[config.mk]
export PLATFORM = sky130hd
export DESIGN_NAME = tte_eval
export DESIGN_NICKNAME = d
export VERILOG_FILES = /design/src/rtl/tte_pkg.sv /design/src/rtl/tte_eval.sv
export SDC_FILE = /design/constraint.sdc
export NUM_CORES = 1
export LEC_CHECK = 0
export ABC_AREA = 1
export BUFFER_PORTS_ARGS = -buffer_cell sky130_fd_sc_hd__buf_2
export CORE_AREA = 2 2 159 161
export DETAILED_ROUTE_END_ITERATION = 7
export DIE_AREA = 0 0 161 163
export MAX_ROUTING_LAYER = met4
export PLACE_DENSITY = 0.61
export RECOVER_POWER = 100
export SLEW_MARGIN = 5
export SYNTH_ARGS = -nofsm -noshare
export SYNTH_HDL_FRONTEND = slang
export SYNTH_SLANG_ARGS = --single-unit
[constraint.sdc]
create_clock -name vclk -period 8.2
set_clock_uncertainty 0.15 [all_clocks]
set_input_delay 0 -clock vclk [all_inputs]
set_output_delay 0 -clock vclk [all_outputs]
set_load 0.05 [all_outputs]
[src/rtl/tte_pkg.sv]
`timescale 1ns / 1ps
// ----------------------------------------------------------------------------
// Transposition table engine package
// Shared payload types, table entry layout and command codes.
// ----------------------------------------------------------------------------
package tte_pkg;

  localparam logic [1:0] CMD_PROBE = 2'd0;
  localparam logic [1:0] CMD_STORE = 2'd1;
  localparam logic [1:0] CMD_CLEAR = 2'd2;

  localparam logic [1:0] KIND_EXACT = 2'd0;
  localparam logic [1:0] KIND_LOWER = 2'd1;
  localparam logic [1:0] KIND_UPPER = 2'd2;

  localparam logic [7:0]  EMPTY_DRAFT        = 8'hFF;
  localparam logic [14:0] MATE_THRESHOLD_RST = 15'd30000;
  localparam logic signed [17:0] SCORE_MAX   = 18'sd32767;
  localparam logic signed [17:0] SCORE_MIN   = -18'sd32767;

  typedef struct packed {
    logic [1:0]         cmd;
    logic [63:0]        key;
    logic [6:0]         draft;
    logic [7:0]         ply;
    logic signed [15:0] value;
    logic [15:0]        move_code;
    logic [1:0]         bound_kind;
    logic signed [15:0] window_low;
    logic signed [15:0] window_high;
  } in_t;

  typedef struct packed {
    logic               hit;
    logic               cutoff;
    logic signed [15:0] found_value;
    logic [15:0]        found_move;
    logic               written;
  } out_t;

  // One table entry; draft is two's complement so that an empty entry holds -1.
  typedef struct packed {
    logic [63:0]        key;
    logic [7:0]         draft;
    logic signed [15:0] score;
    logic [15:0]        move;
    logic [1:0]         kind;
  } entry_t;

  localparam entry_t EMPTY_ENTRY = '{key: 64'd0, draft: EMPTY_DRAFT, score: 16'sd0,
                                     move: 16'd0, kind: KIND_EXACT};

endpackage

[src/rtl/tte_eval.sv]
`timescale 1ns / 1ps
// ----------------------------------------------------------------------------
// Transposition table evaluation
// Probe hit and cutoff decision, store replacement and mate score adjustment.
// ----------------------------------------------------------------------------
module tte_eval
  import tte_pkg::*;
(
  input  in_t         item_i,
  input  entry_t      entry_i,
  input  logic [14:0] mate_threshold_i,
  output out_t        result_o,
  output logic        wr_en_o,
  output entry_t      wr_entry_o
);

  logic signed [17:0] thr_pos;
  logic signed [17:0] thr_neg;
  logic signed [17:0] ply_ext;
  logic signed [17:0] probe_raw;
  logic signed [17:0] probe_adj;
  logic signed [15:0] probe_score;
  logic signed [17:0] store_raw;
  logic signed [17:0] store_adj;
  logic signed [15:0] wr_score;
  logic               key_match;
  logic               deep_enough;
  logic               kind_cut;
  logic               replace;

  assign thr_pos = $signed({3'b000, mate_threshold_i});
  assign thr_neg = -thr_pos;
  assign ply_ext = $signed({10'd0, item_i.ply});

  // Probe: stored mate scores move back toward the current ply.
  assign probe_raw = 18'(entry_i.score);
  always_comb begin
    if (probe_raw >= thr_pos) begin
      probe_adj = probe_raw - ply_ext;
    end else if (probe_raw <= thr_neg) begin
      probe_adj = probe_raw + ply_ext;
    end else begin
      probe_adj = probe_raw;
    end
    if (probe_adj > SCORE_MAX) begin
      probe_score = SCORE_MAX[15:0];
    end else if (probe_adj < SCORE_MIN) begin
      probe_score = SCORE_MIN[15:0];
    end else begin
      probe_score = probe_adj[15:0];
    end
  end

  // Store: mate scores move away from the ply before they are written.
  assign store_raw = 18'(item_i.value);
  always_comb begin
    if (store_raw >= thr_pos) begin
      store_adj = store_raw + ply_ext;
    end else if (store_raw <= thr_neg) begin
      store_adj = store_raw - ply_ext;
    end else begin
      store_adj = store_raw;
    end
    if (store_adj > SCORE_MAX) begin
      wr_score = SCORE_MAX[15:0];
    end else if (store_adj < SCORE_MIN) begin
      wr_score = SCORE_MIN[15:0];
    end else begin
      wr_score = store_adj[15:0];
    end
  end

  assign key_match   = (entry_i.key == item_i.key);
  assign deep_enough = $signed(entry_i.draft) >= $signed({1'b0, item_i.draft});

  always_comb begin
    case (entry_i.kind)
      KIND_EXACT: kind_cut = 1'b1;
      KIND_LOWER: kind_cut = (probe_score >= item_i.window_high);
      KIND_UPPER: kind_cut = (probe_score <= item_i.window_low);
      default:    kind_cut = 1'b0;
    endcase
  end

  assign replace = !key_match || ($signed({1'b0, item_i.draft}) >= $signed(entry_i.draft));

  always_comb begin
    result_o = '0;
    wr_en_o  = 1'b0;
    case (item_i.cmd)
      CMD_PROBE: begin
        if (key_match) begin
          result_o.hit         = 1'b1;
          result_o.cutoff      = deep_enough && kind_cut;
          result_o.found_value = probe_score;
          result_o.found_move  = entry_i.move;
        end
      end
      CMD_STORE: begin
        wr_en_o          = replace;
        result_o.written = replace;
      end
      default: begin
      end
    endcase
  end

  assign wr_entry_o = '{key: item_i.key, draft: {1'b0, item_i.draft}, score: wr_score,
                        move: item_i.move_code, kind: item_i.bound_kind};

endmodule

==> impl_metrics.env <==
export IMPL_worstHoldEndpoint="wr_entry_o[61]"
export IMPL_gp_congestion=1.01
export IMPL_p_leak_uw=0.00521
export IMPL_io_pins=410
export IMPL_ir_drop_mv=0.0433
export IMPL_syn_inst=1315
export IMPL_status="finished, final reports clean"
export IMPL_slew_viol_final=0
export IMPL_fin_tns_setup_ns=0
export IMPL_finish_net_count=1994
export IMPL_wl_per_cell_um=19.0
export IMPL_drt_wl_total_um=36500
export IMPL_cp_end_kind="output port"
export IMPL_dpl_hpwl_um=32700
export IMPL_cts_setup_buffers=0
export IMPL_initial_core_util_pct=31.9
export IMPL_required_ns=8.05
export IMPL_powerDensity_nw_per_um2=74.3
export IMPL_syn_avg_cell_area_um2=5.98
export IMPL_relSlewSlack_pct=37.4
export IMPL_first_pass_iters=5
export IMPL_cap_violations=0
export IMPL_fill_cells=2867
export IMPL_pre_cts_ws_ns=1.99
export IMPL_min_delay_path_depth=2
export IMPL_die_h_um=163
export IMPL_final_hold_violation_count=0
export IMPL_multi_input_area_um2=6230
export IMPL_critPathLaunchType="primary input"
export IMPL_drive_gt1_share_pct=19.1
export IMPL_die_w_um=161
export IMPL_hold_path_startpoint="item_i[100]"
export IMPL_postRouteAntennaNets=0
export IMPL_first_global_vias=8763
export IMPL_core_area_um2=24700
export IMPL_drt_vias_per_instance=4.89
export IMPL_cp_slowest_cell="a2111oi_0"
export IMPL_cts_hold_buffers=18
export IMPL_grt_overflow=0
export IMPL_yosysWarningCount=0
export IMPL_setup_ws_ns=1.48
export IMPL_post_cts_resize_count=0
export IMPL_antenna_found_initial=4
export IMPL_io_buffers=373
export IMPL_clkbuf_count=0
export IMPL_seq_cell_count=0
export IMPL_crit_fanout=29
export IMPL_vias=9393
export IMPL_tightest_slew_ns=0.943
export IMPL_area_sequential_um2=0
export IMPL_grt_first_pass_wirelength_um=52700
export IMPL_grt_max_degree=34
export IMPL_drt_initial_drc_count=703
export IMPL_cpMostUsedCell="nand2_1"
export IMPL_grt_util_all_layers_pct=27.2
export IMPL_path_class="primary input to output port"
export IMPL_whs_ns=0.242
export IMPL_syn_num_nets=1719
export IMPL_arrival_ns=6.57
export IMPL_final_setup_viol_count=0
export IMPL_syn_to_final_growth_pct=18.9
export IMPL_die_area_um2=26200
export IMPL_rows=58
export IMPL_netlist_area_um2=7870
export IMPL_finalCriticalPeriod_ns=6.72
export IMPL_slowest_delay_ns=0.54
export IMPL_drc=0
export IMPL_yosysUniqueCellTypes=53
export IMPL_fmax_mhz=149
export IMPL_finalCritPeriodShare_pct=81.9
export IMPL_rsz0062_at_grt="false"
export IMPL_hold_class="primary input to output port"
export IMPL_yosysSeqAreaShare_pct=0
-- per-stage QoR --
step / std cells / total power, µW / instance area (µm²) / util [%]
3_5_place_dp: 1900 / 672 / 9330 / 37.8
3_3_place_gp: 1900 / 667 / 9330 / 37.8
2_1_floorplan: 1315 / 498 / 7870 / -
6_report: 1920 / 695 / 9350 / 37.9
4_1_cts: 1918 / 700 / 9510 / 38.5
5_1_grt: 1919 / 766 / 9350 / 37.9
-- how the worst max path moves through the flow --
| stage | startpoint | end | slack, ns |
|---|---|---|---|
| 3_5_place_dp | mate_threshold_i[1] | result_o[33] | 1.99 |
| 5_1_grt | mate_threshold_i[1] | result_o[33] | 0.57 |
| 6_report | mate_threshold_i[1] | result_o[33] | 1.48 |
| 2_1_floorplan | mate_threshold_i[1] | result_o[33] | 2.75 |
| 3_3_place_gp | mate_threshold_i[1] | result_o[33] | 2.14 |
| 4_1_cts | mate_threshold_i[1] | result_o[33] | 1.96 |
-- worst max-delay path, delay by kind of cell --
kind                       cells  cell delay, ns
and+or+nand+nor               15            2.37
AOI/OAI and AO/OA             10            1.92
buffers and inverters          8            1.28
adders and majority gates      3            0.65
xor gates and xnor gates       2            0.30
-- cell usage in the layout (no fill, tap or decap), types with 2 or more instances in the layout --
cell / instances
a211oi_1: 3
a21oi_1: 80
a21oi_2: 5
a22oi_1: 2
a31oi_1: 2
buf_2: 256
clkbuf_1: 117
diode_2: 2
dlygate4sd3_1: 18
fa_1: 4
ha_1: 132
inv_1: 207
inv_2: 4
nand2_1: 272
nand2_2: 9
nand2_4: 2
nand2_8: 2
nand3_1: 68
nand3_2: 3
nand3b_1: 9
nand4_1: 32
nor2_1: 111
nor2_2: 5
nor3_1: 21
nor4_1: 14
o2111ai_1: 9
o211ai_1: 4
o21a_1: 2
o21ai_0: 49
o21ai_1: 7
o21bai_1: 7
o31ai_1: 5
or2_2: 10
xnor2_1: 44
xor2_1: 55
-- where the power goes --
| group | total (µW) | switching [µW] | internal [µW] |
|---|---|---|---|
| Combinational | 695 | 475 | 219 |
| Sequential | 0 | 0 | 0 |
| Clock | 0.0000330 | 0 | 0.0000330 |
-- routing by layer --
layer / share of wire [%] / wire, µm / vias up / global-route usage (%)
met5: 0 / 0 / - / -
met1: 44 / 15900 / 4223 / 36.1
li1: - / - / 4740 / -
met4: 2.0 / 742 / 0 / 4.30
met2: 45 / 16400 / 400 / 44.5
met3: 9.2 / 3340 / 30 / 4.23
-- cells in the mapped netlist (2+ instances only) --
| cell type | n | area share (%) |
|---|---|---|
| a211oi_1 | 3 | 0.29 |
| a21oi_1 | 78 | 5.0 |
| a21oi_2 | 7 | 0.78 |
| a22oi_1 | 2 | 0.19 |
| a31oi_1 | 2 | 0.16 |
| buf_1 | 2 | 0.095 |
| buf_2 | 4 | 0.25 |
| buf_4 | 92 | 8.8 |
| buf_6 | 4 | 0.57 |
| clkbuf_1 | 17 | 0.81 |
| fa_1 | 4 | 1.0 |
| ha_1 | 132 | 21 |
| inv_1 | 207 | 9.9 |
| inv_2 | 4 | 0.19 |
| nand2_1 | 270 | 13 |
| nand2_2 | 11 | 0.87 |
| nand2_4 | 2 | 0.29 |
| nand2_8 | 2 | 0.51 |
| nand3_1 | 68 | 4.3 |
| nand3_2 | 3 | 0.38 |
| nand3b_1 | 9 | 0.86 |
| nand4_1 | 32 | 2.5 |
| nor2_1 | 111 | 5.3 |
| nor2_2 | 5 | 0.40 |
| nor3_1 | 21 | 1.3 |
| nor4_1 | 14 | 1.1 |
| o2111ai_1 | 9 | 1.0 |
| o211ai_1 | 4 | 0.38 |
| o21a_1 | 2 | 0.19 |
| o21ai_0 | 48 | 3.1 |
| o21ai_1 | 8 | 0.51 |
| o21bai_1 | 7 | 0.67 |
| o31ai_1 | 5 | 0.48 |
| or2_2 | 10 | 0.80 |
| xnor2_1 | 44 | 4.9 |
| xor2_1 | 55 | 6.1 |
-- kinds of logic after synthesis --
group,after synthesis,share of synthesized area (%)
buffers and inverters,331,20.7
adder cells (fa/ha/maj),136,22.0
XOR/XNOR,99,11.0
other,1,0.0477
AND/OR/NAND/NOR,563,32.2
AO/OA/AOI/OAI,185,14.1
-- cell type report --
cell class         count  share of cell area [%]
multi-input cells    984                    66.6
repair buffers       392                    20.4
well taps            330                    4.41
diodes                 2                  0.0535
inverters            212                    8.53
Note: power is estimated with default switching activity, not from simulation.
